===== src/sha1s_pkg.sv =====
`timescale 1ns / 1ps
// ----------------------------------------------------------------------------
// sha1s_pkg
// shared types and constants of the streaming sha-1 hasher
// ----------------------------------------------------------------------------
package sha1s_pkg;

    localparam int unsigned HashWords = 5;
    localparam int unsigned BlockWords = 16;
    localparam int unsigned Rounds = 80;

    typedef logic [HashWords-1:0][31:0] hash_words_t;

    localparam hash_words_t HASH_INIT = {
        32'hC3D2E1F0, 32'h10325476, 32'h98BADCFE, 32'hEFCDAB89, 32'h67452301
    };

    localparam logic [31:0] K_ROUND0 = 32'h5A827999;
    localparam logic [31:0] K_ROUND1 = 32'h6ED9EBA1;
    localparam logic [31:0] K_ROUND2 = 32'h8F1BBCDC;
    localparam logic [31:0] K_ROUND3 = 32'hCA62C1D6;

    localparam logic [31:0] PAD_WORD = 32'h80000000;

    // control from the sequencer to the compression unit
    typedef struct packed {
        logic start;
        logic restart;
    } sha1s_ctrl_t;

    typedef enum logic [1:0] {
        C_IDLE,
        C_ROUND,
        C_FINAL
    } core_state_t;

    typedef enum logic [2:0] {
        S_IDLE,
        S_DATA,
        S_PAD,
        S_ZERO,
        S_LEN_HI,
        S_LEN_LO,
        S_COMP,
        S_EMIT
    } seq_state_t;

endpackage


===== src/sha1s_core.sv =====
`timescale 1ns / 1ps
// ----------------------------------------------------------------------------
// sha1s_core
// sha-1 compression unit: one round per cycle over a rolling 16-word schedule,
// then a final step that folds the working variables into the chaining hash
// ----------------------------------------------------------------------------
module sha1s_core (
    input  logic                      clk,
    input  logic                      rst_n,
    input  sha1s_pkg::sha1s_ctrl_t    ctrl,
    output logic [3:0]                rd_addr,
    input  logic [31:0]               rd_data,
    output logic                      done,
    output sha1s_pkg::hash_words_t    hash
);
    import sha1s_pkg::*;

    core_state_t            state_reg, state_next;
    logic [6:0]             round_reg, round_next;
    logic [6:0]             round_inc;
    hash_words_t            h_reg;
    logic [31:0]            a_reg, b_reg, c_reg, d_reg, e_reg;
    logic [15:0][31:0]      win_reg;
    logic [31:0]            w_cur;
    logic [31:0]            w_mix;
    logic [31:0]            f_val;
    logic [31:0]            k_val;
    logic [31:0]            t_val;

    assign round_inc = round_reg + 7'd1;
    assign hash = h_reg;

    // schedule: win_reg[0] is w[i-16], win_reg[15] is w[i-1]
    assign w_mix = win_reg[13] ^ win_reg[8] ^ win_reg[2] ^ win_reg[0];
    assign w_cur = (round_reg < 7'd16) ? rd_data : {w_mix[30:0], w_mix[31]};

    always_comb
    begin
        if (round_reg < 7'd20)
        begin
            f_val = (b_reg & c_reg) | (~b_reg & d_reg);
            k_val = K_ROUND0;
        end
        else if (round_reg < 7'd40)
        begin
            f_val = b_reg ^ c_reg ^ d_reg;
            k_val = K_ROUND1;
        end
        else if (round_reg < 7'd60)
        begin
            f_val = (b_reg & c_reg) | (b_reg & d_reg) | (c_reg & d_reg);
            k_val = K_ROUND2;
        end
        else
        begin
            f_val = b_reg ^ c_reg ^ d_reg;
            k_val = K_ROUND3;
        end
    end

    assign t_val = {a_reg[26:0], a_reg[31:27]} + f_val + e_reg + k_val + w_cur;

    always_comb
    begin
        state_next = state_reg;
        round_next = round_reg;
        done = 1'b0;
        rd_addr = 4'd0;
        case (state_reg)
            C_IDLE:
            begin
                round_next = 7'd0;
                if (ctrl.start)
                begin
                    state_next = C_ROUND;
                end
            end
            C_ROUND:
            begin
                // buffer read is registered, so fetch one word ahead
                rd_addr = round_inc[3:0];
                round_next = round_inc;
                if (round_reg == 7'(Rounds - 1))
                begin
                    state_next = C_FINAL;
                end
            end
            C_FINAL:
            begin
                done = 1'b1;
                state_next = C_IDLE;
            end
            default:
            begin
                state_next = C_IDLE;
            end
        endcase
    end

    always_ff @(posedge clk or negedge rst_n)
    begin
        if (!rst_n)
        begin
            state_reg <= C_IDLE;
            round_reg <= 7'd0;
        end
        else
        begin
            state_reg <= state_next;
            round_reg <= round_next;
        end
    end

    always_ff @(posedge clk or negedge rst_n)
    begin
        if (!rst_n)
        begin
            h_reg <= HASH_INIT;
        end
        else if (ctrl.restart)
        begin
            h_reg <= HASH_INIT;
        end
        else if (state_reg == C_FINAL)
        begin
            h_reg[0] <= h_reg[0] + a_reg;
            h_reg[1] <= h_reg[1] + b_reg;
            h_reg[2] <= h_reg[2] + c_reg;
            h_reg[3] <= h_reg[3] + d_reg;
            h_reg[4] <= h_reg[4] + e_reg;
        end
    end

    always_ff @(posedge clk)
    begin
        if (state_reg == C_IDLE && ctrl.start)
        begin
            a_reg <= h_reg[0];
            b_reg <= h_reg[1];
            c_reg <= h_reg[2];
            d_reg <= h_reg[3];
            e_reg <= h_reg[4];
        end
        else if (state_reg == C_ROUND)
        begin
            a_reg <= t_val;
            b_reg <= a_reg;
            c_reg <= {b_reg[1:0], b_reg[31:2]};
            d_reg <= c_reg;
            e_reg <= d_reg;
            win_reg <= {w_cur, win_reg[15:1]};
        end
    end

endmodule


===== src/sha1_stream_hasher_unit.sv =====
`timescale 1ns / 1ps
// ----------------------------------------------------------------------------
// sha1_stream_hasher_unit
// streaming sha-1 hasher: word buffer, padding sequencer and digest output
// ----------------------------------------------------------------------------
// A request that is not the last word of a message is taken without a stall,
// except every sixteenth word, which fills the block buffer and holds the
// input while the compression unit runs its 80 rounds (one per cycle) and
// folds the result into the chaining hash. The last word starts the padding
// sequencer, which writes the held data word (only if all four bytes are
// valid, else they go into the pad word), the pad word, the zero fill and
// the two length words one per cycle, pausing in S_ZERO before the length
// words and for a compression each time a block fills (one or two in all),
// then hands out the five digest words, one per cycle while the output is
// not stalled. The block accepts nothing until the fifth digest word sits in
// the output register; that word may still be waiting while the next message
// starts. On long messages the sustained rate is set by the single round unit.
module sha1_stream_hasher_unit (
    input  logic        clk,
    input  logic        rst_n,
    input  logic        in_valid,
    output logic        in_stall,
    input  logic [31:0] data_word,
    input  logic [2:0]  valid_bytes,
    input  logic        last,
    output logic        out_valid,
    input  logic        out_stall,
    output logic [31:0] digest_word,
    output logic [2:0]  word_index,
    output logic        digest_last
);
    import sha1s_pkg::*;

    seq_state_t         state_reg, state_next;
    seq_state_t         ret_reg, ret_next;
    logic [3:0]         wib_reg, wib_next;
    logic [60:0]        bytes_reg, bytes_next;
    logic [31:0]        hold_data_reg, hold_data_next;
    logic [2:0]         hold_vb_reg, hold_vb_next;
    logic [2:0]         emit_idx_reg, emit_idx_next;
    logic               out_valid_reg, out_valid_next;
    logic [31:0]        digest_word_reg;
    logic [2:0]         word_index_reg;
    logic               digest_last_reg;
    logic               out_load;

    logic [31:0]        buf_mem [BlockWords];
    logic [31:0]        rd_data_reg;
    logic [3:0]         rd_addr;

    logic               push_en;
    logic [31:0]        push_word;
    seq_state_t         push_after;
    logic               in_take;
    logic [2:0]         vb_sat;
    logic [31:0]        pad_word;
    logic [63:0]        bit_len;

    sha1s_ctrl_t        core_ctrl;
    logic               core_done;
    hash_words_t        hash;

    sha1s_core u_core (
        .clk     (clk),
        .rst_n   (rst_n),
        .ctrl    (core_ctrl),
        .rd_addr (rd_addr),
        .rd_data (rd_data_reg),
        .done    (core_done),
        .hash    (hash)
    );

    assign in_stall = (state_reg != S_IDLE);
    assign in_take = in_valid && !in_stall;
    assign vb_sat = (valid_bytes > 3'd4) ? 3'd4 : valid_bytes;
    assign bit_len = {bytes_reg, 3'b000};

    // valid bytes kept, the 0x80 marker right after them
    always_comb
    begin
        case (hold_vb_reg)
            3'd1:    pad_word = {hold_data_reg[31:24], 24'h800000};
            3'd2:    pad_word = {hold_data_reg[31:16], 16'h8000};
            3'd3:    pad_word = {hold_data_reg[31:8], 8'h80};
            default: pad_word = PAD_WORD;
        endcase
    end

    always_comb
    begin
        state_next = state_reg;
        ret_next = ret_reg;
        wib_next = wib_reg;
        bytes_next = bytes_reg;
        hold_data_next = hold_data_reg;
        hold_vb_next = hold_vb_reg;
        emit_idx_next = emit_idx_reg;
        push_en = 1'b0;
        push_word = 32'd0;
        push_after = state_reg;
        out_load = 1'b0;
        core_ctrl.start = 1'b0;
        core_ctrl.restart = 1'b0;

        case (state_reg)
            S_IDLE:
            begin
                if (in_take)
                begin
                    if (!last)
                    begin
                        push_en = 1'b1;
                        push_word = data_word;
                        push_after = S_IDLE;
                        bytes_next = bytes_reg + 61'd4;
                    end
                    else
                    begin
                        bytes_next = bytes_reg + 61'(vb_sat);
                        hold_data_next = data_word;
                        hold_vb_next = vb_sat;
                        state_next = (vb_sat == 3'd4) ? S_DATA : S_PAD;
                    end
                end
            end
            S_DATA:
            begin
                push_en = 1'b1;
                push_word = hold_data_reg;
                push_after = S_PAD;
            end
            S_PAD:
            begin
                push_en = 1'b1;
                push_word = pad_word;
                push_after = S_ZERO;
            end
            S_ZERO:
            begin
                // zero fill up to the two length words, wrapping a block if needed
                if (wib_reg == 4'd14)
                begin
                    state_next = S_LEN_HI;
                end
                else
                begin
                    push_en = 1'b1;
                    push_after = S_ZERO;
                end
            end
            S_LEN_HI:
            begin
                push_en = 1'b1;
                push_word = bit_len[63:32];
                push_after = S_LEN_LO;
            end
            S_LEN_LO:
            begin
                push_en = 1'b1;
                push_word = bit_len[31:0];
                push_after = S_EMIT;
            end
            S_COMP:
            begin
                if (core_done)
                begin
                    state_next = ret_reg;
                end
            end
            S_EMIT:
            begin
                if (!out_valid_reg || !out_stall)
                begin
                    out_load = 1'b1;
                    emit_idx_next = emit_idx_reg + 3'd1;
                    if (emit_idx_reg == 3'(HashWords - 1))
                    begin
                        emit_idx_next = 3'd0;
                        core_ctrl.restart = 1'b1;
                        bytes_next = 61'd0;
                        wib_next = 4'd0;
                        state_next = S_IDLE;
                    end
                end
            end
            default:
            begin
                state_next = S_IDLE;
            end
        endcase

        if (push_en)
        begin
            wib_next = wib_reg + 4'd1;
            if (wib_reg == 4'(BlockWords - 1))
            begin
                core_ctrl.start = 1'b1;
                ret_next = push_after;
                state_next = S_COMP;
            end
            else
            begin
                state_next = push_after;
            end
        end
    end

    always_comb
    begin
        out_valid_next = out_valid_reg;
        if (out_load)
        begin
            out_valid_next = 1'b1;
        end
        else if (!out_stall)
        begin
            out_valid_next = 1'b0;
        end
    end

    always_ff @(posedge clk or negedge rst_n)
    begin
        if (!rst_n)
        begin
            state_reg <= S_IDLE;
            ret_reg <= S_IDLE;
            wib_reg <= 4'd0;
            bytes_reg <= 61'd0;
            emit_idx_reg <= 3'd0;
            out_valid_reg <= 1'b0;
        end
        else
        begin
            state_reg <= state_next;
            ret_reg <= ret_next;
            wib_reg <= wib_next;
            bytes_reg <= bytes_next;
            emit_idx_reg <= emit_idx_next;
            out_valid_reg <= out_valid_next;
        end
    end

    always_ff @(posedge clk)
    begin
        hold_data_reg <= hold_data_next;
        hold_vb_reg <= hold_vb_next;
        if (out_load)
        begin
            digest_word_reg <= hash[emit_idx_reg];
            word_index_reg <= emit_idx_reg;
            digest_last_reg <= (emit_idx_reg == 3'(HashWords - 1));
        end
    end

    always_ff @(posedge clk)
    begin
        if (push_en)
        begin
            buf_mem[wib_reg] <= push_word;
        end
        rd_data_reg <= buf_mem[rd_addr];
    end

    assign out_valid = out_valid_reg;
    assign digest_word = digest_word_reg;
    assign word_index = word_index_reg;
    assign digest_last = digest_last_reg;

endmodule

===== config.mk =====
export PLATFORM = sky130hd
export DESIGN_NAME = sha1_stream_hasher_unit
export DESIGN_NICKNAME = d
export VERILOG_FILES = /design/src/sha1s_pkg.sv /design/src/sha1s_core.sv /design/src/sha1_stream_hasher_unit.sv
export SDC_FILE = /design/constraint.sdc
export NUM_CORES = 2
export LEC_CHECK = 0
export BUFFER_PORTS_ARGS = -buffer_cell sky130_fd_sc_hd__buf_2
export CORE_UTILIZATION = 28
export DETAILED_ROUTE_END_ITERATION = 8
export REMOVE_ABC_BUFFERS = 1
export SKIP_LAST_GASP = 1
export SYNTH_ARGS = -nofsm -noshare
export SYNTH_HDL_FRONTEND = slang
export SYNTH_SLANG_ARGS = --single-unit

===== constraint.sdc =====
create_clock -name clk -period 37.7 [get_ports clk]
set_input_delay 3.77 -clock clk [delete_from_list [all_inputs] [get_ports clk]]
set_output_delay 3.77 -clock clk [all_outputs]
set_load 0.005 [all_outputs]

==> implementation parameters <==
Parameter                              Value

Outcome
  Run status ... complete, but fails checks
  Violations in the final reports ... DRC

Synthesis
  Count of flip-flops with a built-in enable after synthesis ... 1255
  Top_reg_cell synth ... sky130_fd_sc_hd__edfxtp_1
  Synth Area per Inst ... 12.9 um^2
  Seq/Total Area, Yosys ... 62.4%
  Post-synthesis cell type with the largest combined area ... sky130_fd_sc_hd__edfxtp_1
  Syn Std Cell Area ... 71400 um^2
  Most common library cells after synthesis ... sky130_fd_sc_hd__edfxtp_1 (1255), sky130_fd_sc_hd__nand2_1 (882), sky130_fd_sc_hd__a21oi_1 (285)
  Distinct cell type count after synthesis ... 86
  Area share of the largest cell type after synthesis ... 52.8%
  Synth warn ... 0
  Synth top area cells ... sky130_fd_sc_hd__edfxtp_1 (53%), sky130_fd_sc_hd__dfrtp_1 (5.7%), sky130_fd_sc_hd__nand2_1 (4.6%), sky130_fd_sc_hd__ha_1 (4.0%), sky130_fd_sc_hd__fa_1 (3.5%)
  Post-Syn Instances ... 5557
  FF+latch count, synth ... 1531
  Most common cell in the synthesized netlist ... sky130_fd_sc_hd__edfxtp_1
  FFs w/ async S/R, synth ... 15.9%

Clocking
  Number of levels the H-tree was split into ... 4
  Maximum clock path buffer count ... 3
  Clock tree from TritonCTS ... done
  Number of buffers created by CTS ... 167
  Clock-pin slew on the worst setup and hold paths ... 0.06 ns
  # resized after CTS ... 0
  Num Clock Sinks ... 1531
  Root buffer selected by CTS ... sky130_fd_sc_hd__clkbuf_16
  Source-to-sink clock delay at the later pin of the worst-skew pair ... 0.85 ns
  Number of setup buffers added after CTS ... 0
  Hold buffers post-CTS ... 0

Route
  DRT iter0 DRCs ... 4419
  Per-cell via count in the routed design ... 4.89
  Routed wire length per instance ... 20.3 um
  Length of the first detailed-routing pass in iterations ... 9
  DRC violations left ... 4
  Routed Wire Length ... 185 mm
  Vias ... 44700
  Residual antenna-violating net count after detailed routing ... 0

Placed design
  Instance count after placement with tap cells included ... 8827
  Total of buffers placed on input and output ports ... 77
  GPL Wtd Cong ... 0.876
  Detailed Place HPWL ... 118 mm

Timing
  Shortest clock period the worst path allows after layout ... 7.78 ns
  Final count of pins violating max slew ... 0
  Crit share post-route ... 20.6%
  Aggregate negative setup slack ... 0 ns
  Setup repair after global routing missed its margin ... no
  Worst Hold Margin ... 0.389 ns
  Number of endpoints with negative hold slack in the final report ... 0
  Clk_skew ... 0.0725 ns
  Slew at the pin closest to its max-slew limit ... 1.31 ns
  Setup-violating endpoint count in the final report ... 0
  Maximum achievable frequency ... 129 MHz
  Remaining max-slew budget at the tightest pin ... 12.5%

Global route
  Antenna violations before repair ... 8
  Pin count of the biggest net entering global routing ... 187
  Sum of overflow across all layers after global routing ... 0
  Wire length of the first global-routing pass ... 280 mm
  Vias in the first global route ... 44100
  Gr usage total ... 14.2%

Floorplan
  Number of top-level pins ... 78
  Cell row count ... 185
  Die width ... 507 um
  Floorplan core area ... 254000 um^2
  Height of the die ... 507 um
  Die Outline Area ... 257000 um^2
  Starting density of the core ... 28.1%

Finish
  Proportion of layout cells with a drive suffix above 1 ... 10.5%
  Final instance count without filler cells ... 9143
  Post-layout net count ... 6026
  Fill cells ... 24800
  Final core utilization ... 32.1%
  Signed area change from the synthesized netlist to the final layout ... 14.1%

Setup path
  Kind of end point of the critical path ... flip-flop
  Maximum fanout encountered on the critical timing path ... 66
  Startpoint types ... input port
  Worst setup path category ... in2reg
  Reg2Reg Setup Slack ... 30.88 ns
  Required time at the endpoint of the critical path ... 38.10 ns
  Data arrival, critical path ... 8.18 ns

Min path
  Min-delay worst type ... reg2reg

Run
  Number of maximum-capacitance constraint violations ... 0
[worst max-delay path: stages]
cell                      delay, ns
sky130_fd_sc_hd__buf_2         0.12
sky130_fd_sc_hd__nand2_1       0.11
sky130_fd_sc_hd__nor2_2        0.17
sky130_fd_sc_hd__or2_2         0.19
sky130_fd_sc_hd__and3_1        0.21
sky130_fd_sc_hd__nand2_1       0.34
sky130_fd_sc_hd__or3_4         0.74
sky130_fd_sc_hd__nand2_4       0.61
sky130_fd_sc_hd__buf_4         0.84
sky130_fd_sc_hd__buf_4         0.85
[final cells by class]
class | count | area (um^2) | area share, %
well taps | 3366 | 4210 | 5.17
clock inverters | 92 | 1140 | 1.40
multi-input cells | 3510 | 25000 | 30.7
repair buffers | 146 | 963 | 1.18
clock buffers | 223 | 4540 | 5.58
flip-flops and latches | 1531 | 44500 | 54.7
diodes | 1 | 2.50 | 0.00307
inverters | 274 | 1040 | 1.27
[cells in the final DEF, fill, tap and decap left out, types with 43 or more instances in the layout]
cell / count
sky130_fd_sc_hd__buf_4: 65
sky130_fd_sc_hd__mux2i_1: 135
sky130_fd_sc_hd__fa_1: 125
sky130_fd_sc_hd__xor2_1: 99
sky130_fd_sc_hd__clkbuf_1: 43
sky130_fd_sc_hd__nor2b_1: 116
sky130_fd_sc_hd__nand2_1: 878
sky130_fd_sc_hd__a21o_1: 95
sky130_fd_sc_hd__dfrtp_1: 160
sky130_fd_sc_hd__xnor2_1: 197
sky130_fd_sc_hd__nand3_1: 72
sky130_fd_sc_hd__edfxtp_1: 1255
sky130_fd_sc_hd__a31oi_1: 53
sky130_fd_sc_hd__buf_2: 76
sky130_fd_sc_hd__dfstp_2: 80
sky130_fd_sc_hd__a211oi_1: 120
sky130_fd_sc_hd__mux4_2: 64
sky130_fd_sc_hd__o211ai_1: 56
sky130_fd_sc_hd__clkbuf_16: 169
sky130_fd_sc_hd__o21ai_0: 267
sky130_fd_sc_hd__inv_1: 272
sky130_fd_sc_hd__nor2_1: 217
sky130_fd_sc_hd__a21oi_1: 284
sky130_fd_sc_hd__ha_1: 231
[routing by layer]
layer	vias to the layer above	part of all wire (%)	GRT usage, %	wire [um]
met5	-	0	0	0
met4	0	3.7	5.40	6780
met3	313	6.3	2.30	11700
met2	1540	45	22.1	84100
met1	22500	45	19.8	82800
li1	20400	-	-	-
[per-stage QoR]
stage                     setup WS [ns]  area (um^2)
final                             29.92        81500
after global routing              29.77        81500
after CTS                         29.97        81500
after detailed placement          29.14        75800
after global placement            29.15        75800
after floorplan                   15.94        70500
[worst paths after layout]
check / start / to / cells after the start
setup / recovery: in_valid / u_core.c_reg[25]$_DFFE_PP_ / 10
hold / removal: u_core.win_reg[231]$_DFFE_PP_ / u_core.win_reg[199]$_DFFE_PP_ / 0
setup reg to reg: u_core.round_reg[5]$_DFFE_PN0P_ / u_core.a_reg[31]$_DFFE_PP_ / 27
hold reg to reg: u_core.win_reg[231]$_DFFE_PP_ / u_core.win_reg[199]$_DFFE_PP_ / 0
max in group asynchronous: rst_n / bytes_reg[36]$_DFFE_PN0P_ / 3
min in group asynchronous: rst_n / u_core.hash[156]$_DFFE_PN0P_ / 1
[cells by family after synthesis]
logic type | synth area share [%]
compound gates | 10.3
xor+xnor | 3.63
fa+ha+maj | 7.55
buf+inv | 2.79
flops | 62.4
mux | 4.05
simple gates | 9.36
Power is left out: the tool's default activity adds up to more than one toggle a clock period on the data nets, which glitch-free logic cannot reach.
